`src/sv/shph_pkg.sv`:
```
// ----------------------------------------------------------------------------
// shph_pkg: shared types and constants of the sweep bin peak hold unit
// Field widths, configuration register indexes, the front-to-back command
// flags and the sweep phase encoding.
// ----------------------------------------------------------------------------
package shph_pkg;

  // Fixed field widths.
  localparam int SMP_W     = 16;  // signed Q8.8 sample
  localparam int VAL_W     = 15;  // unsigned Q7.8 maximum
  localparam int IDX_W     = 10;  // reported bin index
  localparam int VL_W      = 11;  // vector_length register
  localparam int VCNT_W    = 16;  // settle and dwell vector counts
  localparam int CFG_W     = 16;  // configuration write data
  localparam int CFG_IDX_W = 2;   // configuration register index

  // Default number of bins held in the maxima store.
  localparam int MAX_BINS_DEF = 1024;

  // Depth of the command queue between front and back.
  localparam int QUEUE_DEPTH = 4;

  // Configuration register indexes.
  typedef enum logic [CFG_IDX_W-1:0] {
    CFG_VECTOR_LENGTH  = 2'd0,
    CFG_SETTLE_VECTORS = 2'd1,
    CFG_DWELL_VECTORS  = 2'd2
  } cfg_idx_e;

  // Sweep phase, one-hot.
  typedef enum logic [3:0] {
    PH_INIT        = 4'b0001,
    PH_SETTLE      = 4'b0010,
    PH_DWELL_FIRST = 4'b0100,
    PH_DWELL       = 4'b1000
  } phase_e;

  // Flags of one command handed from the front to the back.
  typedef struct packed {
    logic tune;    // raise tune_request with this request
    logic mem;     // update the maxima store at the command's bin
    logic first;   // first dwell vector: overwrite instead of compare
    logic report;  // last dwell vector: report the bin's final maximum
    logic done;    // last bin of the finished dwell
  } cmd_ctl_t;

  localparam int CTL_W = $bits(cmd_ctl_t);

endpackage

```
`src/sv/shph_queue.sv`:
```
// ----------------------------------------------------------------------------
// shph_queue: short command queue between front and back
// A register FIFO; push and pop may happen in the same cycle.
// ----------------------------------------------------------------------------
module shph_queue #(
  parameter int DATA_W = 8
) (
  input  logic              clk_i,
  input  logic              rst_ni,
  input  logic              push_i,
  input  logic [DATA_W-1:0] push_data_i,
  output logic              ready_o,
  input  logic              pop_i,
  output logic              valid_o,
  output logic [DATA_W-1:0] pop_data_o
);
  import shph_pkg::*;

  localparam int PTR_W = (QUEUE_DEPTH > 1) ? $clog2(QUEUE_DEPTH) : 1;
  localparam int CNT_W = $clog2(QUEUE_DEPTH + 1);

  logic [DATA_W-1:0] slot_q [QUEUE_DEPTH];
  logic [PTR_W-1:0]  wptr_q, wptr_d;
  logic [PTR_W-1:0]  rptr_q, rptr_d;
  logic [CNT_W-1:0]  count_q, count_d;
  logic              do_push, do_pop;

  assign ready_o    = (count_q != CNT_W'(QUEUE_DEPTH));
  assign valid_o    = (count_q != '0);
  assign pop_data_o = slot_q[rptr_q];
  assign do_push    = push_i && ready_o;
  assign do_pop     = pop_i && valid_o;

  // Pointer and fill-count update with wrap at the queue depth.
  always_comb begin
    wptr_d  = wptr_q;
    rptr_d  = rptr_q;
    count_d = count_q;
    if (do_push) begin
      wptr_d = (wptr_q == PTR_W'(QUEUE_DEPTH - 1)) ? '0 : wptr_q + 1'b1;
    end
    if (do_pop) begin
      rptr_d = (rptr_q == PTR_W'(QUEUE_DEPTH - 1)) ? '0 : rptr_q + 1'b1;
    end
    if (do_push && !do_pop) begin
      count_d = count_q + 1'b1;
    end else if (do_pop && !do_push) begin
      count_d = count_q - 1'b1;
    end
  end

  always_ff @(posedge clk_i or negedge rst_ni) begin
    if (!rst_ni) begin
      wptr_q  <= '0;
      rptr_q  <= '0;
      count_q <= '0;
    end else begin
      wptr_q  <= wptr_d;
      rptr_q  <= rptr_d;
      count_q <= count_d;
    end
  end

  // Slot storage.
  always_ff @(posedge clk_i) begin
    if (do_push) begin
      slot_q[wptr_q] <= push_data_i;
    end
  end

endmodule

```
`config.mk`:
```
export PLATFORM = sky130hd
export DESIGN_NAME = shph_queue
export DESIGN_NICKNAME = d
export VERILOG_FILES = /design/src/sv/shph_pkg.sv /design/src/sv/shph_queue.sv
export SDC_FILE = /design/constraint.sdc
export NUM_CORES = 1
export LEC_CHECK = 0
export BUFFER_PORTS_ARGS = -buffer_cell sky130_fd_sc_hd__clkbuf_2
export CAP_MARGIN = 20
export CORE_MARGIN = 10
export CORE_UTILIZATION = 58
export CTS_BUF_LIST = sky130_fd_sc_hd__clkbuf_4
export DETAILED_ROUTE_END_ITERATION = 12
export PLACE_DENSITY_LB_ADDON = 0.1
export SYNTH_ARGS = -nofsm -noshare
export SYNTH_HDL_FRONTEND = slang
export SYNTH_SLANG_ARGS = --single-unit
```
`constraint.sdc`:
```
create_clock -name clk_i -period 2.85 [get_ports clk_i]
set_input_delay 0.1425 -clock clk_i [delete_from_list [all_inputs] [get_ports clk_i]]
set_output_delay 0.1425 -clock clk_i [all_outputs]
set_load 0.02 [all_outputs]
```
; ---- Word level (Yosys, flattened, before mapping)
; Memories as Yosys holds them, arrays and structs flattened.
; Index checks and enable logic that the tools add are counted.
[word_totals]
reg_bits = 7
latchBits = 0
ram_bits = 32
romBits = 0
output_inout_bits = 10
mem_count = 1
[memory_table]
columns = name, words, word_bits, read_ports, rd_ports_with_merged_regs, wr, line
row1 = slot_q, 4, 8, 1, 0, 1, shph_queue.sv:22  ; logic [DATA_W-1:0] slot_q [QUEUE_DEPTH];
[op_classes]
addsub = 4
mul = 0
div_mod_pow = 0
magnitude_cmp = 0
eq_ne = 3
n_shift = 0
muxes = 6
n_bitwise = 0
n_reduce_logical = 8
[ops]
columns = cell, count
row1 = 3-bit 2-to-1 mux, 2
row2 = 2-bit by 1-bit adder with 2-bit output (second input constant), 2
row3 = 2-bit == test (second input constant), 2
row4 = 1-bit logical AND, 4
row5 = 2-bit 2-to-1 mux, 2
row6 = 3-bit by 1-bit adder with 3-bit output (second input constant), 1
row7 = 3-bit != test (second input constant), 1
row8 = 3-bit nonzero test, 1
row9 = 3-bit by 1-bit subtractor with 3-bit output (second input constant), 1
row10 = 1-bit zero test, 2
row11 = 1-bit 2-to-1 mux, 2
row12 = 2-bit nonzero test, 1

; ---- Logic depth before layout (Yosys ltp)
[depth]
ltp_word = 6
depth_mapped = 8
ltp_nobuf = 8

; ---- Worst setup path after synthesis
; No wires, ideal clock.
[synth_timing]
path_type = reg2reg
from = register count_q[0]
to = register count_q[2]
setup_time_ns = 0.079
t_arrival_ns = 2.068
path_slack_ns = 0.703
stages_incl_launch_ff = 9
path_buffers = 0
synth_period_minus_slack_ns = 2.147
cell_sequence = dfrtp_1 or3_2 nand2_1 ha_1 inv_1 fa_1 xor2_1 nor2_1 xor2_1
[synth_via]
elab_chain_len = 5
[synth_rtl]
columns = element, line
row1 = start: declaration, shph_queue.sv:25  ; logic [CNT_W-1:0] count_q, count_d;
row2 = start signal: assignment, shph_queue.sv:60  ; count_q <= count_d;
row3 = 3-bit nonzero test *, shph_queue.sv:29  ; assign valid_o = (count_q != '0);
row4 = net valid_o, shph_queue.sv:14  ; output logic valid_o,
row5 = 1-bit logical AND *, shph_queue.sv:32  ; assign do_pop = pop_i && valid_o;
row6 = 1-bit zero test, shph_queue.sv:45  ; if (do_push && !do_pop) begin
row7 = 1-bit logical AND, shph_queue.sv:45
row8 = 3-bit 2-to-1 mux / 2-bit nonzero test (equally long branches), -
; The timed path passes the listed nets; every way through them passes the cells marked *. The select of a mux whose other input is x is not followed.
; A chain may end at the register's enable or synchronous reset.

; ---- Worst setup path after layout
[layout_timing]
from = register count_q[0]
to = register count_q[2]
[layout_via]
elab_chain_len = 5
[layout_rtl]
columns = element
row1 = "parallel branches: the longest is 5 deep, another holds 3-bit by 1-bit subtractor with 3-bit output"
; Parallel ways; which one is timed is not known. The select of a mux whose other input is x is not followed.

==> qor.yml <==
timing:
  timing.fmax_mhz: 452.4
  skew_ps: 12.08
  final.min_clock_period_ps: 2211
  tightest_slew_ps: 564.8
  fin_crit_sh: 0.7757
  hold_viol_final: 0
  relSlewSlack: 0.6235
  grt_setup_unrepaired: "no"
  fin_setup_tns_ps: 0
  setup_viol: 0
  slew_viol_final: 0
floorplan:
  die_y_um: 72.43
  die_w_um: 72.43
  row_count: 18
  num_io_pins: 22
  core_area_um2: 2545
  dieArea_um2: 5245
  start_util: 0.6264
synthesis:
  ys_seq_area_frac: 0.7127
  synthesis.instances: 78
  avgSynthCellArea_um2: 20.44
  ys_ff_latch: 39
  syn_nets: 97
  yosys_warnings: 0
  syn_area_um2: 1594
  synth_cell_types: 18
global_route:
  antenna_found_initial: 0
  grt_pass1_vias: 845
  grt_max_degree: 12
  track_usage: 0.1022
  grt_overflow: 0
  grt_first_pass_wirelength_um: 4022
placed_design:
  gp_congestion: 0.7506
  io_buffer_count: 21
  dp_hpwl_um: 1813
  placed_area_um2: 1728
drt:
  initialDrtViolationCount: 31
  firstDrtPassIters: 5
  vias: 756
  drc_errors: 0
  wl_per_cell_um: 18.30
  postRouteAntennaNets: 0
  drt_wl_total_um: 2489
  viasPerCell: 5.559
cells_and_area:
  layout.nets: 124
  antenna-diode-count: 0
  drive_gt1_frac: 0.4623
  design_area_um2: 1795
  fillers: 167
  syn_to_final_growth_pct: 12.64
clock_network:
  clock-sinks: 39
  cts-buffers-inserted: 5
  cts_tree: "done"
  clockBufferDepth: 2
  htree_num_levels: 2
  insertion_delay_ps: 340
  clkTransAtPathRegs_ps: 110
  root_buffer: "clkbuf_4"
job:
  drv_cap: 0
status:
  outcome: "completed"
power:
  power.density_nw_per_um2: 1018
  p_leak_nw: 0.6990
  ir_drop_v: 0.0007006
critical_path:
  crit_required_ps: 3110
  path_cells: "or3_2, nand2_1, ha_1, inv_1, fa_1, xor2_1, nor2_1, xor2_1"
  start_kind: "flop"
  critical_path_class: "flop to flop"
  end_kind: "flop"
  crit_slowest_cell: "or3_2"
  cp.arrival_ps: 2470
  critPathMaxStageDelay_ps: 480
  cp_max_fo: 4
  cp_common_cell: "xor2_1"
min_path:
  hold_path.class: "primary input to flop"
-- through the flow --
stage	hold WS (ps)	std cells	worst slack [ps]	util	total power, mW
2_1_floorplan	-153.1	78	703.2	-	1.385
3_3_place_gp	-11.78	127	683.1	0.6790	1.560
3_5_place_dp	1.690	127	662.0	0.6790	1.581
4_1_cts	5.009	136	626.6	0.7055	1.856
5_1_grt	4.024	136	469.8	0.7055	1.958
6_report	8.907	136	639.4	0.7055	1.827
-- sequential cells by signal, summed over array words and instances (netlist names) --
| register | count |
|---|---|
| slot_q | 32 |
| count_q | 3 |
| rptr_q | 2 |
| wptr_q | 2 |
-- worst paths after layout --
kind	cells after the start	slack (ps)	to	from
min in group asynchronous	2	180	wptr_q[0]$_DFFE_PN0P_	rst_ni
worst min register to register	1	490	count_q[2]$_DFFE_PN0P_	count_q[2]$_DFFE_PN0P_
worst max-delay path	8	640	count_q[2]$_DFFE_PN0P_	count_q[0]$_DFFE_PN0P_
max in group asynchronous	2	2480	count_q[1]$_DFFE_PN0P_	rst_ni
worst max register to register	8	640	count_q[2]$_DFFE_PN0P_	count_q[0]$_DFFE_PN0P_
worst min-delay path	1	9	slot_q[0][4]$_DFFE_PP_	push_data_i[4]
-- Yosys cell counts (all sizes together) --
| cell | n | area (um^2) |
|---|---|---|
| xor2 | 2 | 17.52 |
| and3 | 4 | 30.03 |
| inv | 3 | 11.26 |
| dfrtp | 7 | 175.2 |
| ha | 6 | 75.07 |
| or3b | 1 | 11.26 |
| fa | 1 | 20.02 |
| nor2 | 3 | 11.26 |
| edfxtp | 32 | 960.9 |
| mux4 | 8 | 180.2 |
| xnor2 | 1 | 8.760 |
| or3 | 1 | 7.510 |
| buf | 2 | 8.750 |
| nand2 | 1 | 3.750 |
| mux2 | 5 | 63.81 |
| and2 | 1 | 8.760 |
-- cells in the final DEF (no fill, tap or decap), types with 2 or more instances in the layout --
cell / n
xor2_1: 2
edfxtp_1: 32
ha_1: 6
clkbuf_4: 7
inv_1: 3
mux4_2: 8
and3_2: 4
nor2_1: 3
clkbuf_2: 21
dfrtp_1: 7
mux2_4: 2
mux2_2: 3
-- critical path, delay by kind of cell (launching register included) --
kind | cells | cell delay (ps)
simple gates | 3 | 760
fa+ha+maj | 2 | 580
flops | 1 | 440
xor+xnor | 2 | 300
buf+inv | 1 | 60
-- cell families after synthesis --
family                   Yosys count  synth area share
flip-flops                        39            0.7127
multiplexers                      13            0.1531
adder cells (fa/ha/maj)            7           0.05965
XOR/XNOR                           3           0.01649
AND/OR/NAND/NOR                   11           0.04553
buffers and inverters              5           0.01255
-- repair_timing --
item,in CTS,in global routing
gates resized for setup,0,0
setup buffers,0,0
hold endpoints to repair,7,0
hold buffers,1,0
-- area by class of cell --
| class | count | area, um^2 | share of cell area |
|---|---|---|---|
| clock inverters | 1 | 5.005 | 0.002787 |
| inverters | 3 | 11.26 | 0.006272 |
| repair buffers | 22 | 115.1 | 0.06411 |
| multi-input cells | 34 | 437.9 | 0.2439 |
| clock buffers | 7 | 52.55 | 0.02927 |
| flip-flops and latches | 39 | 1136 | 0.6328 |
| well taps | 30 | 37.54 | 0.02091 |
-- per-layer routing --
layer / GRT usage / part of all wire
met5: 0 / 0
met4: 0.05063 / 0.019
met3: 0.03946 / 0.050
met2: 0.1701 / 0.52
met1: 0.1114 / 0.41
-- report_power, final --
group / total, mW / switching (mW) / internal, mW
Clock: 0.278 / 0.163 / 0.115
Combinational: 0.654 / 0.326 / 0.328
Sequential: 0.896 / 0.125 / 0.771
No activity file was read; power rests on OpenSTA's default activity.
