File: src/sv/shph_pkg.sv
// ----------------------------------------------------------------------------
// shph_pkg: shared types and constants of the sweep bin peak hold unit
// Field widths, configuration register indexes, the front-to-back command
// flags and the sweep phase encoding.
// ----------------------------------------------------------------------------
package shph_pkg;

  // Fixed field widths.
  localparam int SMP_W     = 16;  // signed Q8.8 sample
  localparam int VAL_W     = 15;  // unsigned Q7.8 maximum
  localparam int IDX_W     = 10;  // reported bin index
  localparam int VL_W      = 11;  // vector_length register
  localparam int VCNT_W    = 16;  // settle and dwell vector counts
  localparam int CFG_W     = 16;  // configuration write data
  localparam int CFG_IDX_W = 2;   // configuration register index

  // Default number of bins held in the maxima store.
  localparam int MAX_BINS_DEF = 1024;

  // Depth of the command queue between front and back.
  localparam int QUEUE_DEPTH = 4;

  // Configuration register indexes.
  typedef enum logic [CFG_IDX_W-1:0] {
    CFG_VECTOR_LENGTH  = 2'd0,
    CFG_SETTLE_VECTORS = 2'd1,
    CFG_DWELL_VECTORS  = 2'd2
  } cfg_idx_e;

  // Sweep phase, one-hot.
  typedef enum logic [3:0] {
    PH_INIT        = 4'b0001,
    PH_SETTLE      = 4'b0010,
    PH_DWELL_FIRST = 4'b0100,
    PH_DWELL       = 4'b1000
  } phase_e;

  // Flags of one command handed from the front to the back.
  typedef struct packed {
    logic tune;    // raise tune_request with this request
    logic mem;     // update the maxima store at the command's bin
    logic first;   // first dwell vector: overwrite instead of compare
    logic report;  // last dwell vector: report the bin's final maximum
    logic done;    // last bin of the finished dwell
  } cmd_ctl_t;

  localparam int CTL_W = $bits(cmd_ctl_t);

endpackage

File: src/sv/shph_sample_if.sv
// ----------------------------------------------------------------------------
// shph_sample_if: input channel of spectrum bin samples
// Valid/ready handshake carrying one signed Q8.8 bin value per request.
// ----------------------------------------------------------------------------
interface shph_sample_if;
  import shph_pkg::*;

  logic                    valid;
  logic                    ready;
  logic signed [SMP_W-1:0] sample;

  modport source (output valid, output sample, input ready);
  modport sink   (input valid, input sample, output ready);

endinterface

File: src/sv/shph_front.sv
// ----------------------------------------------------------------------------
// shph_front: sample intake and sweep sequencing
// Holds the configuration registers, tracks phase, vector countdown and bin
// position, and turns each accepted sample into a command for the back part.
// Settling samples that raise no retune produce no command.
// ----------------------------------------------------------------------------
module shph_front #(
  parameter int MAX_BINS = shph_pkg::MAX_BINS_DEF
) (
  input  logic                                          clk_i,
  input  logic                                          rst_ni,
  input  logic                                          cfg_we_i,
  input  logic [shph_pkg::CFG_IDX_W-1:0]                cfg_idx_i,
  input  logic [shph_pkg::CFG_W-1:0]                    cfg_data_i,
  shph_sample_if.sink                                   sample_i,
  input  logic                                          queue_ready_i,
  output logic                                          push_o,
  output shph_pkg::cmd_ctl_t                            ctl_o,
  output logic [((MAX_BINS > 1) ? $clog2(MAX_BINS) : 1)-1:0] addr_o,
  output logic [shph_pkg::VAL_W-1:0]                    value_o
);
  import shph_pkg::*;

  localparam int BIN_W = (MAX_BINS > 1) ? $clog2(MAX_BINS) : 1;
  localparam int LEN_W = BIN_W + 1;

  logic [VL_W-1:0]   vector_length_q;
  logic [VCNT_W-1:0] settle_vectors_q;
  logic [VCNT_W-1:0] dwell_vectors_q;

  phase_e            phase_q, phase_d, ph;
  logic [VCNT_W-1:0] countdown_q, countdown_d, cnt;
  logic [BIN_W-1:0]  pos_q, pos_d;

  logic [VCNT_W-1:0] dwell_eff;
  logic [LEN_W-1:0]  len;
  logic              last;
  logic              accept;
  logic              need_push;
  cmd_ctl_t          ctl;

  // Configuration registers.
  always_ff @(posedge clk_i or negedge rst_ni) begin
    if (!rst_ni) begin
      vector_length_q  <= VL_W'(1024);
      settle_vectors_q <= '0;
      dwell_vectors_q  <= VCNT_W'(1);
    end else if (cfg_we_i) begin
      case (cfg_idx_i)
        CFG_VECTOR_LENGTH:  vector_length_q  <= cfg_data_i[VL_W-1:0];
        CFG_SETTLE_VECTORS: settle_vectors_q <= cfg_data_i[VCNT_W-1:0];
        CFG_DWELL_VECTORS:  dwell_vectors_q  <= cfg_data_i[VCNT_W-1:0];
        default: ;
      endcase
    end
  end

  // Effective dwell count and clamped vector length.
  assign dwell_eff = (dwell_vectors_q == '0) ? VCNT_W'(1) : dwell_vectors_q;

  always_comb begin
    if (vector_length_q == '0) begin
      len = LEN_W'(1);
    end else if (32'(vector_length_q) > MAX_BINS) begin
      len = LEN_W'(MAX_BINS);
    end else begin
      len = LEN_W'(vector_length_q);
    end
  end

  assign accept          = sample_i.valid && sample_i.ready;
  assign sample_i.ready  = queue_ready_i;

  // Phase sequencing and command classification.
  always_comb begin
    ph          = phase_q;
    cnt         = countdown_q;
    ctl         = '0;
    need_push   = 1'b0;

    // The first sample after reset requests a retune and joins the new phase.
    if (phase_q == PH_INIT) begin
      ctl.tune = 1'b1;
      if (settle_vectors_q == '0) begin
        ph  = PH_DWELL_FIRST;
        cnt = dwell_eff;
      end else begin
        ph  = PH_SETTLE;
        cnt = settle_vectors_q;
      end
    end

    last        = ({1'b0, pos_q} + LEN_W'(1)) >= len;
    phase_d     = ph;
    countdown_d = cnt;
    pos_d       = last ? '0 : pos_q + 1'b1;

    case (ph)
      PH_SETTLE: begin
        need_push = ctl.tune;
        if (last) begin
          if (cnt <= VCNT_W'(1)) begin
            phase_d     = PH_DWELL_FIRST;
            countdown_d = dwell_eff;
          end else begin
            countdown_d = cnt - 1'b1;
          end
        end
      end
      PH_DWELL_FIRST, PH_DWELL: begin
        need_push  = 1'b1;
        ctl.mem    = 1'b1;
        ctl.first  = (ph == PH_DWELL_FIRST);
        ctl.report = (cnt <= VCNT_W'(1));
        ctl.done   = ctl.report && last;
        if (last) begin
          if (cnt <= VCNT_W'(1)) begin
            // Dwell finished: retune and start the next step.
            ctl.tune = 1'b1;
            if (settle_vectors_q == '0) begin
              phase_d     = PH_DWELL_FIRST;
              countdown_d = dwell_eff;
            end else begin
              phase_d     = PH_SETTLE;
              countdown_d = settle_vectors_q;
            end
          end else begin
            countdown_d = cnt - 1'b1;
            phase_d     = PH_DWELL;
          end
        end
      end
      default: begin
        phase_d     = phase_q;
        countdown_d = countdown_q;
        pos_d       = pos_q;
      end
    endcase
  end

  always_ff @(posedge clk_i or negedge rst_ni) begin
    if (!rst_ni) begin
      phase_q     <= PH_INIT;
      countdown_q <= '0;
      pos_q       <= '0;
    end else if (accept) begin
      phase_q     <= phase_d;
      countdown_q <= countdown_d;
      pos_q       <= pos_d;
    end
  end

  // Command to the queue; negative samples are floored at zero.
  assign push_o  = accept && need_push;
  assign ctl_o   = ctl;
  assign addr_o  = pos_q;
  assign value_o = sample_i.sample[SMP_W-1] ? '0 : sample_i.sample[VAL_W-1:0];

endmodule

File: src/flat_wrapper.sv
// flat-port wrapper written by rule: the top's interface ports become plain ports
module shph_front_flat import shph_pkg::*;
#(
  parameter int MAX_BINS = shph_pkg::MAX_BINS_DEF
)
  (clk_i, rst_ni, cfg_we_i, cfg_idx_i, cfg_data_i, queue_ready_i, push_o, ctl_o, addr_o, value_o, sample_i_valid, sample_i_sample, sample_i_ready);
  shph_sample_if sample_i_i ();
  input  logic clk_i;
  input  logic rst_ni;
  input  logic cfg_we_i;
  input  logic [shph_pkg::CFG_IDX_W-1:0] cfg_idx_i;
  input  logic [shph_pkg::CFG_W-1:0] cfg_data_i;
  input  logic queue_ready_i;
  output logic push_o;
  output shph_pkg::cmd_ctl_t ctl_o;
  output logic [((MAX_BINS > 1) ? $clog2(MAX_BINS) : 1)-1:0] addr_o;
  output logic [shph_pkg::VAL_W-1:0] value_o;
  input wire logic [$bits(sample_i_i.valid)-1:0] sample_i_valid;
  input wire logic [$bits(sample_i_i.sample)-1:0] sample_i_sample;
  output wire logic [$bits(sample_i_i.ready)-1:0] sample_i_ready;
  assign sample_i_i.valid = sample_i_valid;
  assign sample_i_i.sample = sample_i_sample;
  assign sample_i_ready = sample_i_i.ready;
  shph_front #(.MAX_BINS(MAX_BINS)) u_core (.clk_i(clk_i), .rst_ni(rst_ni), .cfg_we_i(cfg_we_i), .cfg_idx_i(cfg_idx_i), .cfg_data_i(cfg_data_i), .sample_i(sample_i_i), .queue_ready_i(queue_ready_i), .push_o(push_o), .ctl_o(ctl_o), .addr_o(addr_o), .value_o(value_o));
endmodule
File: config.mk
export PLATFORM = sky130hd
export DESIGN_NAME = shph_front_flat
export DESIGN_NICKNAME = d
export VERILOG_FILES = /design/src/sv/shph_pkg.sv /design/src/sv/shph_sample_if.sv /design/src/sv/shph_front.sv /design/src/flat_wrapper.sv
export SDC_FILE = /design/constraint.sdc
export NUM_CORES = 1
export LEC_CHECK = 0
export BUFFER_PORTS_ARGS = -buffer_cell sky130_fd_sc_hd__buf_4
export CORE_MARGIN = 8
export CORE_UTILIZATION = 45
export CTS_CLUSTER_DIAMETER = 80
export CTS_CLUSTER_SIZE = 12
export DETAILED_ROUTE_END_ITERATION = 7
export GPL_TIMING_DRIVEN = 0
export PLACE_DENSITY_LB_ADDON = 0.15
export SKIP_CTS_REPAIR_TIMING = 1
export SLEW_MARGIN = 20
export SYNTH_ARGS = -nofsm -noshare
export SYNTH_HDL_FRONTEND = slang
export SYNTH_SLANG_ARGS = --single-unit
File: constraint.sdc
create_clock -name clk_i -period 5.2 [get_ports clk_i]
set_input_delay 1.04 -clock clk_i [delete_from_list [all_inputs] [get_ports clk_i]]
set_output_delay 1.04 -clock clk_i [all_outputs]
set_load 0.05 [all_outputs]
# == Word-level counts from Yosys, hierarchy flattened ==
# Cells that the tools add are included.
# word_totals
input_bits,39
elab_cells,57
ff_bits,73
output_inout_bits,32
# op_classes
n_reduce_logical,15
n_lt_le_gt_ge,3
eq_ne,6
muxes,24
n_addsub,3
# op_table
operator,count
16-bit two-way mux,7
16-bit logical NOT,2
16-bit one-hot mux with 2 select lines,1
11-bit two-way mux,2
4-bit two-way mux,5
16-bit by 1-bit <= comparator with 1-bit output (second input constant),1
16-bit by 1-bit subtractor with 16-bit output (second input constant),1
15-bit two-way mux,1
10-bit by 1-bit adder with 11-bit output (second input constant),1
11-bit greater-or-equal comparator,1
11-bit greater-than comparator (second input constant),1
11-bit logical NOT,1
10-bit by 1-bit adder with 10-bit output (second input constant),1
10-bit two-way mux,1
2-bit AND reduction,5
4-bit one-hot mux with 2 select lines,1
5-bit two-way mux,1
4-bit by 1-bit equality test with 1-bit output (second input constant),1
4-bit by 2-bit equality test with 1-bit output (second input constant),1
4-bit by 3-bit equality test with 1-bit output (second input constant),1
4-bit equality test (second input constant),1
1-bit logical AND,3
1-bit two-way mux,3
3-bit two-way mux,1
7 further kinds,7

# == Longest topological paths before layout ==
# depth
word_depth,8
ltp_mapped,16
depth_no_buf,14

# == Worst setup path after synthesis ==
# Ideal clock, no wire load.
# synth_timing
path_kind,register to output
startpoint,register u_core.pos_q[0] (netlist: u_core.addr_o[0])
endpoint,output port ctl_o[0] (netlist bit)
required_time_ns,4.160
n_path_buf,0
path_slack_ns,0.748
t_arrival_ns,3.412
path_stages_with_launch,11
path_cell_list,dfrtp_1 ha_1 and3_1 nand3_1 nor2_1 xor2_1 ha_1 nand4_1 o31ai_1 nand3_1 nor2_1
# synth_lines
item,line,text
from (decl),shph_front.sv:33,"logic [BIN_W-1:0] pos_q, pos_d;"
from (signal assigned),shph_front.sv:149,pos_q <= pos_d;
to (decl),flat_wrapper.sv:15,output shph_pkg::cmd_ctl_t ctl_o;

==> summary.txt <==
Status
  – Status: finished clean

Clock tree
  – Worst-Skew Late Latency: 0.36 ns
  – # H-tree levels: 3
  – Clk slew on worst S/H paths: 0.09 ns
  – CTS tree: done
  – CTS Buffer Depth: 2
  – CTS Sinks: 73
  – CTS Root Cell: clkbuf_8
  – Clock buffer count from CTS: 9

Synth
  – Post-synthesis cell type count: 60
  – Mapped Cells: 510
  – Post-synth top area share: 36.99%
  – Top post-synthesis cells by count: dfrtp_1 (70), nand2_1 (61), mux2_2 (45)
  – Synth top area cells: dfrtp_1 (37%), mux2_2 (11%), nand2_1 (4.8%), ha_1 (3.7%), a21oi_1 (3.1%)
  – Area of the mapped netlist: 4736 um^2
  – Synth async-reset ratio: 100.0%
  – Post-synth top area cell: dfrtp_1
  – Syn nets: 563
  – Cell with the most instances after synthesis: dfrtp_1
  – Synth warn: 0
  – Primary flip-flop cell chosen by synthesis mapping: dfrtp_1
  – Yosys reg bits: 73
  – Post-synth EDFFs: 0
  – Sequential area share after synthesis: 38.65%
  – Mean Syn Cell Area: 9.286 um^2

Route
  – ANT nets after route: 0
  – Wire per inst: 20.83 um
  – DR pass1 iterations: 5
  – Vias per inst: 6.142
  – DRC: 0
  – Metal3 WL: 1.428 mm
  – Iter 0 DRT Violations: 615
  – DR WL met2: 6.406 mm
  – Vias: 4,490
  – Met1 Wirelength: 6.959 mm
  – Max layer used: met4
  – Final wirelength: 15.23 mm

Final layout
  – Final Net Count: 643
  – Antenna cells: 0
  – Filler Cell Count: 954
  – Storage element area: 1831 um^2
  – Syn-to-layout area delta: 19.95%
  – Util after Layout: 55.27%
  – Area of the multi-input gates: 2759 um^2
  – Fin cells: 731
  – Layout cells sized above 1: 27.06%

Pwr
  – Lkg Pwr: 2.473 nW
  – Pint: 1.027 mW
  – Clock Power Share: 33.9%
  – Net Sw Frac: 31.43%
  – Comb power frac: 18.4%
  – Worst vdd ir: 0.0001748 V
  – Sw Pwr: 0.4706 mW
  – Total power per unit cell area: 263.6 nW/um^2
  – Sequential Power Share: 47.7%
  – Power, Total: 1.497 mW

Setup path
  – Setup Crit Path Kind: reg2out
  – Worst EP required: 4.16 ns
  – Worst Path Arrival: 3.88 ns
  – CP endpoint kind: output pin
  – Setup crit start kind: flop
  – Crit path max fanout: 10

Floorplanning
  – Die Width: 118.6 um
  – Core footprint: 10,280 um^2
  – Boundary Pins: 71
  – Die footprint: 14,060 um^2
  – Starting Density: 46.08%
  – Die H: 118.6 um
  – # rows: 37

Global routing
  – Largest net degree at the start of global routing: 74
  – Vias in the first global route: 4,410
  – GRT Util Overall: 21.59%
  – First-pass GRT wire length: 24.59 mm
  – Remaining Overflow, GRT: 0
  – Initial antenna violation count: 0

STA
  – Max Transition Viols Final: 0
  – Hold Vio Cnt, Final: 0
  – Relative slew slack: 36.63%
  – # setup viols final: 0
  – Slew @ Worst Pin: 0.9505 ns
  – FMAX: 203.4 MHz
  – Fin crit share: 94.57%
  – Tmin final: 4.917 ns
  – Total negative setup slack: 0 ns
  – Slack of the critical path: 0.2825 ns
  – RSZ-0062 raised after global routing: false
  – Clk_skew: 0.01227 ns

Place
  – Port buffer count: 70
  – Placed insts: 716
  – Detailed placer's ending HPWL: 11.38 mm
  – Pre-CTS setup slack: 0.1370 ns
  – GP Congestion: 0.9177

Run
  – Max capacitance violation total: 0

Worst hold path
  – Hold Path Class: reg2reg
## power by group through the flow
stage | Clock (mW) | Sequential (mW) | Combinational (mW)
after detailed placement | 0 | 0.718 | 0.271
final | 0.508 | 0.714 | 0.276
after global routing | 0.538 | 0.722 | 0.302
after CTS | 0.514 | 0.706 | 0.271
after global placement | 0 | 0.713 | 0.265
after floorplan | 0 | 0.690 | 0.179
## final cells by class
class / instances / area share, %
Buffer: 26 / 2.533
Clock buffer: 10 / 2.247
Clock inverter: 6 / 1.586
Inverter: 9 / 0.5947
Multi-Input combinational cell: 401 / 48.57
Sequential cell: 73 / 32.22
Tap cell: 136 / 2.996
Timing Repair Buffer: 70 / 9.251
## path summary, 6_finish.rpt
check	endpoint	start	depth (start not counted)	slack, ns
min in group asynchronous	u_core.countdown_q[1]	rst_ni	1	0.83
max in group asynchronous	u_core.countdown_q[4]	rst_ni	1	3.76
worst min-delay path	u_core.phase_q[0]	u_core.phase_q[0]	1	0.48
worst max register to register	u_core.addr_o[5]	u_core.addr_o[0]	14	1.27
worst max-delay path	ctl_o[4]	u_core.phase_q[2]	14	0.28
worst min register to register	u_core.phase_q[0]	u_core.phase_q[0]	1	0.48
## routing by layer
layer | track usage (%) | vias up
li1 | - | 2077
met1 | 30.38 | 2124
met2 | 31.79 | 247
met3 | 4.569 | 42
met4 | 7.984 | 0
met5 | 0 | -
## metrics by stage
| stage | instance area, um^2 | hold slack (ns) |
|---|---|---|
| 2_1_floorplan | 4736 | 0.4496 |
| 3_3_place_gp | 5431 | 0.4703 |
| 3_5_place_dp | 5431 | 0.4747 |
| 4_1_cts | 5649 | 0.4856 |
| 5_1_grt | 5680 | 0.5030 |
| 6_report | 5680 | 0.4817 |
## flip-flops by register name (all words and copies together), names as in the netlist
name / count
u_core.phase_q: 4
u_core.dwell_vectors_q: 16
u_core.addr_o: 10
u_core.vector_length_q: 11
u_core.countdown_q: 16
u_core.settle_vectors_q: 16
## cells in the final DEF (no fill, tap or decap), types with 4 or more instances in the layout
master / count
a31oi_1: 6
a211oi_1: 5
inv_1: 7
nor3_1: 15
o22ai_1: 5
nor2b_1: 17
nand4_1: 4
buf_6: 4
dfrtp_1: 70
clkbuf_1: 14
a22oi_1: 8
buf_2: 5
a21oi_1: 29
nor2_1: 34
o31ai_1: 5
clkbuf_8: 9
o21ai_0: 28
ha_1: 14
xnor2_1: 5
nor4_1: 11
nand3_1: 14
nand2_1: 61
a221oi_1: 8
a22o_1: 8
mux2i_1: 11
buf_4: 72
a311oi_1: 4
xor2_1: 5
mux2_2: 45
o211ai_1: 4
## logic make-up (layout without fill, tap and decap cells)
family	Yosys count	count (layout)	synth area share (%)
XOR/XNOR	10	10	1.849
adder cells (fa/ha/maj)	14	14	3.699
multiplexers	56	56	13.03
buffers and inverters	36	121	3.778
AO/OA/AOI/OAI	144	144	21.03
AND/OR/NAND/NOR	177	177	17.97
flip-flops	73	73	38.65
## critical path, cell delays in order, from the launching register on
cell and delay, ns:
dfrtp_1 0.37, clkbuf_1 0.20, nor4b_2 0.39, clkbuf_2 0.32, clkbuf_2 0.31, nand2_1 0.09, o21ai_0 0.19, ha_1 0.32
o22ai_1 0.12, nor3_2 0.25, nand2_2 0.23, nor2_2 0.33, nand2_1 0.09, nand2_1 0.11, buf_4 0.20
(Power assumes the default switching activity.)
